<file path="src/rtl/tpm_pkg.sv">
// Shared types and constants for the three-phase top selection block.
// No dependencies; imported by every module of the block.
`timescale 1ns / 1ps

package tpm_pkg;

    // Sizes of the phase store and of the stream fields
    localparam int MAX_PHASES  = 16;
    localparam int PH_W        = 4;
    localparam int COEF_W      = 32;
    localparam int SUM_W       = 36;
    localparam int CFG_W       = 5;
    localparam int CNT_W       = 2;
    localparam int MASK_W      = 16;
    localparam int NUM_SLOTS   = 3;
    localparam int IN_TDATA_W  = 40;
    localparam int OUT_TDATA_W = 32;

    localparam logic [CFG_W-1:0] ACTIVE_RESET = CFG_W'(16);
    localparam logic [CFG_W-1:0] ACTIVE_LIMIT = CFG_W'(MAX_PHASES);
    localparam logic [CNT_W-1:0] CNT_FULL     = CNT_W'(NUM_SLOTS);

    // Controller states
    typedef enum logic [1:0] {
        S_ACC,
        S_SCAN,
        S_EMIT
    } t_state;

    // Controller to datapath
    typedef struct packed {
        logic acc_en;
        logic scan_start;
        logic scan_en;
        logic load_out;
    } t_dp_cmd;

    // Datapath to controller
    typedef struct packed {
        logic scan_last;
        logic out_free;
    } t_dp_sts;

endpackage

</file>
<file path="src/rtl/top_three_phase_mask.sv">
// Top level of the three-phase top selection block.
// Depends on tpm_pkg, tpm_ctrl and tpm_dp.
`timescale 1ns / 1ps

// Sums unsigned Q16.16 coefficients per phase (saturating at 36 bits) and, on the
// transfer marked tlast, picks up to three phases with the largest strictly positive
// sums among phases below active_phases (lowest index wins ties), returns a keep mask
// and the choices, then clears all sums. A coefficient is taken every cycle while the
// block accumulates; a sample end stalls the input for a scan of the phase store
// through one compare unit, one phase at a time, then for the load of the output
// register that clears the sums, which waits while the previous result is still held.
module top_three_phase_mask import tpm_pkg::*; (
    input  logic                   i_clk,
    input  logic                   i_rst_n,
    input  logic                   i_cfg_valid,
    output logic                   o_cfg_ready,
    input  logic [CFG_W-1:0]       i_cfg_data,      // active_phases
    input  logic                   s_axis_tvalid,
    output logic                   s_axis_tready,
    input  logic [IN_TDATA_W-1:0]  s_axis_tdata,    // coefficient, phase_index, zero pad
    input  logic                   s_axis_tlast,    // last_of_sample
    output logic                   m_axis_tvalid,
    input  logic                   m_axis_tready,
    output logic [OUT_TDATA_W-1:0] m_axis_tdata     // keep_mask, first_choice,
                                                    // second_choice, third_choice,
                                                    // chosen_count, zero pad
);

    logic [CFG_W-1:0] r_active_phases;
    logic [CFG_W-1:0] eff_phases;
    t_dp_cmd          cmd;
    t_dp_sts          sts;

    // Configuration register, always ready
    assign o_cfg_ready = 1'b1;

    always_ff @(posedge i_clk) begin
        if (!i_rst_n) begin
            r_active_phases <= ACTIVE_RESET;
        end else if (i_cfg_valid) begin
            r_active_phases <= i_cfg_data;
        end
    end

    assign eff_phases = (r_active_phases > ACTIVE_LIMIT) ? ACTIVE_LIMIT : r_active_phases;

    tpm_ctrl u_ctrl (
        .i_clk      (i_clk),
        .i_rst_n    (i_rst_n),
        .i_in_valid (s_axis_tvalid),
        .i_in_last  (s_axis_tlast),
        .o_in_ready (s_axis_tready),
        .i_sts      (sts),
        .o_cmd      (cmd)
    );

    tpm_dp u_dp (
        .i_clk        (i_clk),
        .i_rst_n      (i_rst_n),
        .i_cmd        (cmd),
        .o_sts        (sts),
        .i_coef       (s_axis_tdata[COEF_W-1:0]),
        .i_phase      (s_axis_tdata[COEF_W+PH_W-1:COEF_W]),
        .i_eff_phases (eff_phases),
        .i_out_ready  (m_axis_tready),
        .o_out_valid  (m_axis_tvalid),
        .o_out_data   (m_axis_tdata)
    );

    // No input transfer while the scan runs
    a_no_input_in_scan: assert property (@(posedge i_clk) disable iff (!i_rst_n)
        cmd.scan_en |-> !s_axis_tready)
        else $error("input accepted during phase scan");

    // Mask bits agree with the reported count
    a_mask_count: assert property (@(posedge i_clk) disable iff (!i_rst_n)
        m_axis_tvalid |-> ($countones(m_axis_tdata[MASK_W-1:0]) ==
                           int'(m_axis_tdata[MASK_W+3*PH_W+CNT_W-1:MASK_W+3*PH_W])))
        else $error("keep mask does not match chosen count");

    // A result only appears after a load command
    a_load_before_valid: assert property (@(posedge i_clk) disable iff (!i_rst_n)
        $rose(m_axis_tvalid) |-> $past(cmd.load_out))
        else $error("result valid without load");

    // Sums are cleared on load, so no accumulate in the same cycle
    a_load_no_acc: assert property (@(posedge i_clk) disable iff (!i_rst_n)
        cmd.load_out |-> !cmd.acc_en)
        else $error("accumulate collides with sum clear");

endmodule

</file>
<file path="src/rtl/tpm_ctrl.sv">
// Controller state machine: accumulate, scan phases, emit result.
// Depends on tpm_pkg.
`timescale 1ns / 1ps

module tpm_ctrl import tpm_pkg::*; (
    input  logic    i_clk,
    input  logic    i_rst_n,
    input  logic    i_in_valid,
    input  logic    i_in_last,
    output logic    o_in_ready,
    input  t_dp_sts i_sts,
    output t_dp_cmd o_cmd
);

    t_state r_state;
    t_state n_state;

    // State register
    always_ff @(posedge i_clk) begin
        if (!i_rst_n) begin
            r_state <= S_ACC;
        end else begin
            r_state <= n_state;
        end
    end

    // Next state and commands
    always_comb begin
        n_state    = r_state;
        o_cmd      = '0;
        o_in_ready = 1'b0;
        unique case (r_state)
            S_ACC: begin
                o_in_ready = 1'b1;
                if (i_in_valid) begin
                    o_cmd.acc_en = 1'b1;
                    if (i_in_last) begin
                        o_cmd.scan_start = 1'b1;
                        n_state          = S_SCAN;
                    end
                end
            end
            S_SCAN: begin
                o_cmd.scan_en = 1'b1;
                if (i_sts.scan_last) begin
                    n_state = S_EMIT;
                end
            end
            S_EMIT: begin
                // load result and clear sums once the output register is free
                if (i_sts.out_free) begin
                    o_cmd.load_out = 1'b1;
                    n_state        = S_ACC;
                end
            end
            default: begin
                n_state = S_ACC;
            end
        endcase
    end

endmodule

</file>
<file path="src/rtl/tpm_dp.sv">
// Datapath: per-phase saturating sums, top-three scan unit, output register.
// Depends on tpm_pkg.
`timescale 1ns / 1ps

module tpm_dp import tpm_pkg::*; (
    input  logic                   i_clk,
    input  logic                   i_rst_n,
    input  t_dp_cmd                i_cmd,
    output t_dp_sts                o_sts,
    input  logic [COEF_W-1:0]      i_coef,
    input  logic [PH_W-1:0]        i_phase,
    input  logic [CFG_W-1:0]       i_eff_phases,
    input  logic                   i_out_ready,
    output logic                   o_out_valid,
    output logic [OUT_TDATA_W-1:0] o_out_data
);

    logic [SUM_W-1:0]       r_sum [MAX_PHASES];
    logic [PH_W-1:0]        r_scan_idx;
    logic [SUM_W-1:0]       r_top_val [NUM_SLOTS];
    logic [PH_W-1:0]        r_top_idx [NUM_SLOTS];
    logic [CNT_W-1:0]       r_cnt;
    logic                   r_out_valid;
    logic [OUT_TDATA_W-1:0] r_out_data;

    logic [PH_W-1:0]  rd_addr;
    logic [SUM_W-1:0] rd_val;
    logic [SUM_W:0]   acc_sum;
    logic [SUM_W-1:0] acc_sat;
    logic             eligible;
    logic             gt0, gt1, gt2;
    logic [MASK_W-1:0] keep_mask;

    // One read port: scan index while scanning, else the incoming phase
    assign rd_addr = i_cmd.scan_en ? r_scan_idx : i_phase;
    assign rd_val  = r_sum[rd_addr];

    // Saturating accumulate
    assign acc_sum = {1'b0, rd_val} + (SUM_W+1)'(i_coef);
    assign acc_sat = acc_sum[SUM_W] ? '1 : acc_sum[SUM_W-1:0];

    always_ff @(posedge i_clk) begin
        if (!i_rst_n || i_cmd.load_out) begin
            for (int k = 0; k < MAX_PHASES; k++) begin
                r_sum[k] <= '0;
            end
        end else if (i_cmd.acc_en) begin
            r_sum[i_phase] <= acc_sat;
        end
    end

    // Scan: sorted insert into three slots, strict compare keeps lower index on ties
    assign eligible = ({1'b0, r_scan_idx} < i_eff_phases);
    assign gt0      = eligible && (rd_val > r_top_val[0]);
    assign gt1      = eligible && (rd_val > r_top_val[1]);
    assign gt2      = eligible && (rd_val > r_top_val[2]);

    always_ff @(posedge i_clk) begin
        if (i_cmd.scan_start) begin
            r_scan_idx <= '0;
            r_cnt      <= '0;
            for (int i = 0; i < NUM_SLOTS; i++) begin
                r_top_val[i] <= '0;
                r_top_idx[i] <= '0;
            end
        end else if (i_cmd.scan_en) begin
            r_scan_idx <= r_scan_idx + 1'b1;
            if (gt2 && (r_cnt != CNT_FULL)) begin
                r_cnt <= r_cnt + 1'b1;
            end
            if (gt0) begin
                r_top_val[0] <= rd_val;       r_top_idx[0] <= r_scan_idx;
                r_top_val[1] <= r_top_val[0]; r_top_idx[1] <= r_top_idx[0];
                r_top_val[2] <= r_top_val[1]; r_top_idx[2] <= r_top_idx[1];
            end else if (gt1) begin
                r_top_val[1] <= rd_val;       r_top_idx[1] <= r_scan_idx;
                r_top_val[2] <= r_top_val[1]; r_top_idx[2] <= r_top_idx[1];
            end else if (gt2) begin
                r_top_val[2] <= rd_val;       r_top_idx[2] <= r_scan_idx;
            end
        end
    end

    assign o_sts.scan_last = (r_scan_idx == PH_W'(MAX_PHASES - 1));
    assign o_sts.out_free  = !r_out_valid || i_out_ready;

    // Keep mask from the valid slots
    always_comb begin
        keep_mask = '0;
        for (int i = 0; i < NUM_SLOTS; i++) begin
            if (CNT_W'(i) < r_cnt) begin
                keep_mask[r_top_idx[i]] = 1'b1;
            end
        end
    end

    // Output register
    always_ff @(posedge i_clk) begin
        if (!i_rst_n) begin
            r_out_valid <= 1'b0;
        end else if (i_cmd.load_out) begin
            r_out_valid <= 1'b1;
        end else if (i_out_ready) begin
            r_out_valid <= 1'b0;
        end
    end

    always_ff @(posedge i_clk) begin
        if (i_cmd.load_out) begin
            r_out_data <= {2'b00, r_cnt, r_top_idx[2], r_top_idx[1], r_top_idx[0],
                           keep_mask};
        end
    end

    assign o_out_valid = r_out_valid;
    assign o_out_data  = r_out_data;

endmodule
</file>
<file path="config.mk">
export PLATFORM = sky130hd
export DESIGN_NAME = top_three_phase_mask
export DESIGN_NICKNAME = d
export VERILOG_FILES = /design/src/rtl/tpm_pkg.sv /design/src/rtl/top_three_phase_mask.sv /design/src/rtl/tpm_ctrl.sv /design/src/rtl/tpm_dp.sv
export SDC_FILE = /design/constraint.sdc
export NUM_CORES = 1
export LEC_CHECK = 0
export BUFFER_PORTS_ARGS = -buffer_cell sky130_fd_sc_hd__buf_2
export CAP_MARGIN = 20
export CORE_AREA = 5 5 348 316
export DETAILED_ROUTE_END_ITERATION = 12
export DIE_AREA = 0 0 353 321
export PLACE_DENSITY_LB_ADDON = 0.2
export SLEW_MARGIN = 25
export SYNTH_ARGS = -nofsm -noshare
export SYNTH_HDL_FRONTEND = slang
export SYNTH_HIERARCHICAL = 1
export SYNTH_SLANG_ARGS = --single-unit
</file>
<file path="constraint.sdc">
create_clock -name i_clk -period 14 [get_ports i_clk]
set_clock_uncertainty 0.15 [all_clocks]
set_input_delay 3.5 -clock i_clk [delete_from_list [all_inputs] [get_ports i_clk]]
set_output_delay 3.5 -clock i_clk [all_outputs]
set_load 0.03 [all_outputs]
</file>
Word-level counts from Yosys, hierarchy flattened

Memory sizes are Yosys's and may differ from the RTL's.
Index checks and enable logic that the tools add are counted.

Register bits: 44
Output and inout bits: 35
RAM bits: 696
Bits of input ports: 51
Memories: 3

Memories:

| memory         | depth | bits a word | rd ports | clocked after memory_dff | write ports | line         | text |
|---|---|---|---|---|---|---|---|
| u_dp.r_sum     | 16    | 36          | 1        | 0                        | 16          | tpm_dp.sv:18 | `logic [SUM_W-1:0] r_sum [MAX_PHASES];` |
| u_dp.r_top_val | 3     | 36          | 3        | 0                        | 3           | tpm_dp.sv:20 | `logic [SUM_W-1:0] r_top_val [NUM_SLOTS];` |
| u_dp.r_top_idx | 3     | 4           | 3        | 0                        | 3           | tpm_dp.sv:21 | `logic [PH_W-1:0] r_top_idx [NUM_SLOTS];` |

Multiplexer cells: 63
Bitwise gates (word level): 14
Reductions and logical operators: 16
Equal/unequal tests: 8
Order comparisons: 14
Add/subtract/negate cells: 3

Operators by type and width:

| kind                                                                  | count |
|---|---|
| 36-bit two-way mux                                                    | 8 |
| 36-bit greater-than comparator                                        | 3 |
| 16-bit two-way mux                                                    | 3 |
| 36-bit by 32-bit adder with 37-bit output                             | 1 |
| 36-bit OR reduction                                                   | 1 |
| 1-bit two-way mux                                                     | 33 |
| 4-bit two-way mux                                                     | 8 |
| 16-bit OR                                                             | 2 |
| 4-bit by 5-bit < comparator with 1-bit output, second input constant  | 3 |
| 1-bit demux with 4-bit select                                         | 3 |
| 4-bit by 1-bit >= comparator with 1-bit output, second input constant | 3 |
| 2-bit two-way mux                                                     | 6 |
| 1-bit OR                                                              | 12 |
| 2-bit != test, second input constant                                  | 5 |
| 1-bit logical AND                                                     | 7 |
| 2-bit one-hot mux with 3 select lines                                 | 1 |
| 5-bit greater-than comparator, second input constant                  | 1 |
| 4-bit by 5-bit < comparator with 1-bit output                         | 1 |
| 5-bit two-way mux                                                     | 1 |
| 4-bit by 1-bit adder with 4-bit output, second input constant         | 1 |
| 4-bit == test, second input constant                                  | 1 |
| 1-bit by 2-bit < comparator with 1-bit output, first input constant   | 2 |
| 4-bit AND reduction                                                   | 1 |
| 2-bit by 1-bit adder with 2-bit output, second input constant         | 1 |
| 8 further kinds                                                       | 10 |

Longest topological paths before layout

Gate-level depths: netlist (run 1).
An unclocked memory read counts as a cell.

Depth after elaboration: 13
Mapped depth: 23

Modules after synthesis

The synthesis (run 1) kept the hierarchy.

By module, submodules not included:

| module               | sequential area each (um^2) | instances | cells each | area each (um^2) |
|---|---|---|---|---|
| tpm_dp               | 21941.0                     | 1         | 2830       | 36402.4 |
| top_three_phase_mask | 100.1                       | 1         | 23         | 230.2 |
| tpm_ctrl             | 40.0                        | 1         | 15         | 120.1 |

Worst setup path before layout (run 1)

OpenSTA, ideal clock, no wires.

Path kind: input -> register
Start point: in s_axis_tdata[32]
End point: mem u_dp.r_top_idx[2][0], enable pin
Library setup time: 0.461 ns
Data arrival time: 9.905 ns
Path slack: 3.484 ns
Data required time: 13.389 ns
Stages: 19
Cells stage by stage: mux2i_1 > buf_2 > buf_4 > buf_4 > buf_2 > mux4_2 > nand2_1 > a31oi_1 > ha_1 > and3_1 > nand3_1 > or4_1 > or4_1 > o211a_1 > o21ai_1 > o211a_1 > a21oi_1 > buf_2 > a31oi_1

RTL lines:

| what               | line                       | text |
|---|---|---|
| start: declaration | top_three_phase_mask.sv:20 | `input logic [IN_TDATA_W-1:0] s_axis_tdata,` |
| end: declaration   | tpm_dp.sv:21               |  |

==> qor.csv, run 1 <==
metric,value,unit
CP most frequent cell,buf_4,
Root Driver,clkbuf_16,
f_max,0.0986,GHz
Crit path required time,14.34,ns
hold-fix buffers at CTS,0,
Final Hold Viols,0,
Area Growth Syn to Fin,13.0,%
most used routing layer,met2,
DRT Wirelength,106000,um
clock buffer depth,3,
Num CTS Buffers,82,
routability cong.,0.811,
Starting Density,34.6,%
cell with the most instances after synthesis,edfxtp_1,
r2r setup slk,6.04,ns
status,completed,
"Primary FF master, synth",edfxtp_1,
LEAKAGE,0.0155,uW
Layout fillers,10000,
Setup crit end kind,flop,
CP peak stage delay,0.85,ns
GRT met2 Usage,32.5,%
Post CTS Setup Buffer Count,0,
vias in the first global route,24500,
final worst-path cycle share,72.5,%
Crit Path Class,in -> reg,
largest cells by area after synthesis,"edfxtp_1 59%, mux4_2 8.8%, nor2_1 6.3%, ha_1 5.0%, nand2_1 2.3%",
pin count of the biggest net entering global routing,90,
via count,23800,
Critical path origin,s_axis_tdata[35],
DR iter-0 viols,2025,
crit path cell chain,buf_2 > mux2_4 > buf_4 > buf_4 > and2_1 > a211oi_1 > a31oi_1 > ha_1 > inv_1 > fa_1 > nand2b_1 > a21oi_1 > a2111oi_2 > o41ai_2 > a211o_1 > o21ai_2 > nor3_4 > buf_4 > a21oi_2 > nor2_1,
"area leader, netlist",edfxtp_1,
Min Hold Slack,0.374,ns
total track usage,18.3,%
relative slew slack,22.0,%
"Avg Cell Area, Syn",12.8,um^2
CTS sink count,740,
number of synthesis warnings,6,
Rows,114,
Yosys reg bits,740,
crit path buf inv count,5,
endpoints failing setup,0,
hold wc startpoint,r_active_phases[0]$_SDFFE_PN0P_,
path type of the worst min-delay path,reg -> reg,
WP data arrival,10.48,ns
Setup TNS,0,ns
cell count along the critical path,20,
Worst Tran Pin Value,1.16,ns
routing usage on met1,23.3,%
CTS resizes,0,
CP Launch Type,primary input,
max-cap violations,0,
H-tree depth,3,
family with the most delay on the worst path,compound AO/OA/AOI/OAI gates,
RSZ-0062 raised after global routing,no,
Cell variety after synth,79,
post-route ant nets,0,
end point of the critical path,u_dp/r_sum[13][2]$_SDFFCE_PN0P_,
"Clk Latency, worst-skew pair",0.65,ns
chip width,353,um
CP max FO,33,
VDD IR max,0.0000883,V
Avg WL per Cell,24.1,um
Register-to-Register Path Depth,22,
gr ovfl total,0,
"EDFF count, synth",726,
vias per inst,5.41,
PD cells,152,mW/mm^2
top cell types by occurrence after synthesis,"726 x edfxtp_1, 616 x nor2_1, 230 x nand2_1, 147 x ha_1, 144 x mux4_2",
CTS tree,done,
Slew Limit Fails,0,
Synth top area share,59.3,%
FF-to-FF Start,u_ctrl/r_state[0]$_SDFFE_PN0P_,
reg2reg end,u_dp/r_sum[13][2]$_SDFFCE_PN0P_,
instance count of the mapped netlist,2868,
die area,0.113,mm^2
grt met3 use,2.77,%
I/O Pins,86,
first-pass GRT wire length,156000,um
Initial DRT Pass Iterations,5,
"FFs w/ async S/R, synth",0,%
drc violations,0,
antenna cells,0,
DP HPWL,62100,um
Syn Std Cell Area,0.0368,mm^2
fin crit period,10.14,ns
CORE AREA,0.106,mm^2
Final nets,3135,
Clock Pin Slew Worst Setup and Hold Paths,0.06,ns
initial antenna violation count,1,
sequential area share after synthesis,60.1,%
CP max-delay cell,buf_4,
Port Buffers,78,
DIE HEIGHT,321,um
share of cells above drive strength 1,17.2,%
[how the worst min path moves through the flow]
stage,end,depth (start not counted)
finish,r_active_phases[0]$_SDFFE_PN0P_,2
CTS,r_active_phases[0]$_SDFFE_PN0P_,2
global placement,r_active_phases[1]$_SDFFE_PN0P_,2
detailed placement,r_active_phases[0]$_SDFFE_PN0P_,2
global route,r_active_phases[0]$_SDFFE_PN0P_,2
floorplan,u_dp/o_out_data[16]$_DFFE_PP_,0
[state kept, by name, indices dropped and copies added, names as in the netlist]
| register | count |
|---|---|
| u_dp/r_top_val | 108 |
| u_dp/r_cnt | 2 |
| u_dp/r_sum | 576 |
| r_active_phases | 5 |
| u_dp/r_scan_idx | 4 |
| u_dp/r_top_idx | 12 |
| u_ctrl/r_state | 2 |
| u_dp/o_out_valid | 1 |
| u_dp/o_out_data | 30 |
[metal layers]
metal | wire length [um] | part of all wire, %
met5 | 0 | 0
met4 | 2780 | 2.6
met3 | 6920 | 6.5
met2 | 52700 | 50
met1 | 43300 | 41
[layout make-up]
cell class / count / area [um^2] / share of cell area (%)
sequential: 740 / 22100 / 53.2
clock buffer: 98 / 2110 / 5.09
multi-input combinational: 1817 / 13500 / 32.4
inverter: 127 / 477 / 1.15
timing repair buffer: 168 / 1150 / 2.77
tap: 1392 / 1740 / 4.20
clock inverter: 48 / 489 / 1.18
[stage by stage]
stage	instances	setup slack (ns)	area [um^2]	util, %	power, uW
floorplan	2869	3.48	36800	-	3780
finish	4390	3.86	41500	39.1	6310
CTS	4390	3.86	41500	39.1	6360
global route	4390	3.67	41500	39.1	6600
detailed placement	4244	3.16	38900	36.6	4220
global placement	4241	2.81	38800	36.5	4180
[cell usage in the layout, fill, tap and decap left out, types with 41 or more instances in the layout]
master and count:
edfxtp_1 726, a21oi_1 59, ha_1 147, inv_1 127
mux2i_1 58, buf_2 78, and2_1 70, a211oi_1 44
clkbuf_16 82, nand2_1 202, nor2_1 614, buf_4 84
mux4_2 144, nor2b_1 41
[worst reg2reg max path: stages, from the launching register on]
cell       delay, ns
dfxtp_1         0.43
and2b_1         0.15
buf_4           0.28
mux2i_4         0.32
buf_4           0.39
buf_4           0.62
mux4_2          0.35
and2_1          0.13
a211oi_1        0.05
a31oi_1         0.70
ha_1            0.31
inv_1           0.06
fa_1            0.38
nand2b_1        0.21
a21oi_1         0.35
a2111oi_2       0.19
o41ai_2         0.65
a211o_1         0.24
o21ai_2         0.16
nor3_4          0.22
buf_4           0.85
a21oi_2         0.42
nor2_1          0.20
[power by group]
| group | switching, uW | internal (uW) |
|---|---|---|
| logic | 1030 | 513 |
| clock network | 912 | 1210 |
| registers | 57.4 | 2580 |
| total | 2000 | 4310 |
[logic make-up (layout without fill, tap and decap cells)]
family,Yosys count,after routing,synth area share (%)
buffers and inverters,312,441,3.86
AOI/OAI and AO/OA,324,324,6.25
adders and majority gates,148,148,5.06
DFF,740,740,60.1
and+or+nand+nor,1106,1106,13.4
xor gates and xnor gates,28,28,0.667
other,2,3,0.0204
muxes,208,208,10.6
Power figures use the tool's default switching activity.
==> run 2: changes to the inputs <==
Clock period 14 ns to 8.8 ns, I/O delays scaled along.
==> run 2 against run 1 <==
Compared with the run above:
- utilization up 0.46 points
- global-route usage up 0.30 points
- sequential cell count unchanged
- critical path depth up 3
- hold slack worse by 0.0091 ns
- critical endpoint is now u_dp/r_sum[13][1]$_SDFFCE_PN0P_
==> qor.csv, run 2 (synthesis gave the netlist of run 1 again) <==
metric,value,unit,change
antenna cells,0,,unchanged
Slew Limit Fails,0,,unchanged
Num CTS Buffers,85,,+3.7%
Psw,3200,uW,+60%
FF-to-FF Start,u_ctrl/r_state[0]$_SDFFE_PN0P_,,
Clock Pin Slew Worst Setup and Hold Paths,0.05,ns,about the same
"Clk Latency, worst-skew pair",0.66,ns,about the same
f_max,0.131,GHz,
Register-to-Register Path Depth,24,,+9.1%
CTS tree,done,,
max-cap violations,0,,unchanged
CP peak stage delay,0.59,ns,-0.26 ns
fin crit period,7.62,ns,
Worst Tran Pin Value,1.07,ns,-0.0821 ns
endpoints failing setup,0,,unchanged
RSZ-0062 raised after global routing,no,,
hold wc startpoint,r_active_phases[3]$_SDFFE_PN0P_,,
Biggest register,u_dp/r_sum,,
PD cells,242,mW/mm^2,+59%
Post CTS Setup Buffer Count,0,,unchanged
initial antenna violation count,0,,-1
CP Launch Type,primary input,,
routability cong.,0.859,,+5.9%
LEAKAGE,0.0158,uW,+1.8%
Final nets,3181,,+1.5%
Initial DRT Pass Iterations,5,,unchanged
clock share of power,33.6,%,about the same
Rows,114,,unchanged
Final Hold Viols,0,,unchanged
vias per inst,5.41,,about the same
Port Buffers,78,,unchanged
DP Area,0.0393,mm^2,+1.0%
H-tree depth,3,,unchanged
hold-fix buffers at CTS,0,,unchanged
Setup crit end kind,flop,,
max reg flops,576,,unchanged
r2r setup slk,1.80,ns,-4.24 ns
Post-Layout Cell Count,4436,,+1.0%
Setup TNS,0,ns,unchanged
pin count of the biggest net entering global routing,78,,-13%
vias in the first global route,24700,,+0.45%
path type of the worst min-delay path,reg -> reg,,
gr ovfl total,0,,unchanged
most frequent cells in the layout,"726 x edfxtp_1, 614 x nor2_1, 202 x nand2_1",,
Flop pwr share,41.3,%,-0.5 points
Avg WL per Cell,24.2,um,+0.35%
Place WS,0.560,ns,-2.60 ns
die area,0.113,mm^2,unchanged
placed insts,4286,,+0.99%
status,completed,,
"most common cell after layout, fill and taps aside",edfxtp_1,,
clock buffer depth,3,,unchanged
Hold EP,r_active_phases[3]$_SDFFE_PN0P_,,
VDD IR max,0.000156,V,+77%
total track usage,18.6,%,+0.30 points
reg2reg end,u_dp/r_sum[13][1]$_SDFFCE_PN0P_,,
CORE AREA,0.106,mm^2,unchanged
CTS resizes,0,,unchanged
Crit path required time,9.15,ns,-5.19 ns
Final WS setup,1.18,ns,-2.68 ns
DR iter-0 viols,2179,,+7.6%
Critical path origin,s_axis_tdata[32],,
Root Driver,clkbuf_16,,
WHS Path Cells,2,,unchanged
DIE HEIGHT,321,um,unchanged
post-route ant nets,0,,unchanged
"Power, Total",10200,uW,+61%
Starting Density,34.6,%,unchanged
switching share of total power,31.5,%,-0.23 points
drc violations,0,,unchanged
final worst-path cycle share,86.6,%,
combinational group share of total power,25.0,%,+0.5 points
I/O Pins,86,,unchanged
DP HPWL,68500,um,+10%
WP data arrival,7.97,ns,-2.51 ns
DRT Wirelength,107000,um,+1.4%
crit path cell chain,buf_2 > mux2i_4 > buf_12 > buf_12 > buf_4 > mux4_2 > a211oi_1 > a31oi_1 > ha_1 > inv_1 > fa_1 > nand2b_1 > a21oi_1 > a2111oi_2 > buf_4 > o41ai_2 > a211o_1 > o21ai_2 > nor3_4 > buf_12 > nor2b_1 > buf_4 > nor2_1,,
CTS sink count,740,,unchanged
share of cells above drive strength 1,18.4,%,+1.2 points
Area Growth Syn to Fin,14.3,%,
Crit Path Class,in -> reg,,
via count,24000,,+0.99%
Pint,6960,uW,+62%
chip width,353,um,unchanged
CP max FO,33,,unchanged
first-pass GRT wire length,158000,um,+1.3%
relative slew slack,26.9,%,+5.0 points
fin area,0.0420,mm^2,+1.2%
CP max-delay cell,o41ai_2,,
-- run 2: changes by cell type in the layout (fill, tap and decap cells not counted), moves of 3 or more --
cell       before  now
buf_12          3   13
clkinv_8        0    3
clkbuf_1       16   20
clkbuf_16      82   85
clkbuf_8        0    4
buf_4          84  119
clkinv_1       19   16
-- run 2: worst max path at each step --
stage	end	slack [ns]	depth (start not counted)
floorplan	u_dp/r_top_idx[2][0]$_DFFE_PP_	0.55	19
global placement	u_dp/r_sum[13][1]$_SDFFCE_PN0P_	0.68	23
detailed placement	u_dp/r_sum[1][1]$_SDFFCE_PN0P_	0.56	23
CTS	u_dp/r_sum[1][1]$_SDFFCE_PN0P_	1.25	23
global route	u_dp/r_sum[3][14]$_SDFFCE_PN0P_	0.87	22
finish	u_dp/r_sum[13][1]$_SDFFCE_PN0P_	1.18	23
-- run 2: critical path, delay by kind of cell --
family          cells  cell delay [ns]
compound gates      7             2.06
buf+inv             8             1.77
fa+ha+maj           2             0.71
simple gates        4             0.67
mux                 2             0.46
-- run 2: power groups by stage --
stage | logic, uW | registers [uW] | clock network (uW)
finish | 2540 | 4200 | 3420
global placement | 2480 | 4260 | 0
global route | 2780 | 4220 | 3650
detailed placement | 2530 | 4270 | 0
floorplan | 1770 | 4230 | 0
CTS | 2540 | 4200 | 3510
-- run 2: cell type report --
cell class	instances	area (um^2)
Fill cell	9952	64300
Sequential cell	740	22100
Multi-Input combinational cell	1817	13500
Clock buffer	109	2260
Tap cell	1392	1740
Timing Repair Buffer	211	1570
Inverter	127	477
Clock inverter	40	419
-- run 2: stage by stage --
stage | hold WS [ns] | utilization (%)
3_5_place_dp | 0.358 | 37.0
3_3_place_gp | 0.356 | 37.0
6_report | 0.365 | 39.5
5_1_grt | 0.404 | 39.5
4_1_cts | 0.374 | 39.5
2_1_floorplan | 0.274 | -
-- run 2: layer usage --
layer	track usage (%)	part of all wire [%]	vias up	routed length [um]
li1	-	-	10700	-
met1	23.7	41	12300	43500
met2	32.0	49	878	52600
met3	4.27	7.5	179	8060
met4	5.48	2.8	0	2970
met5	0	0	-	0
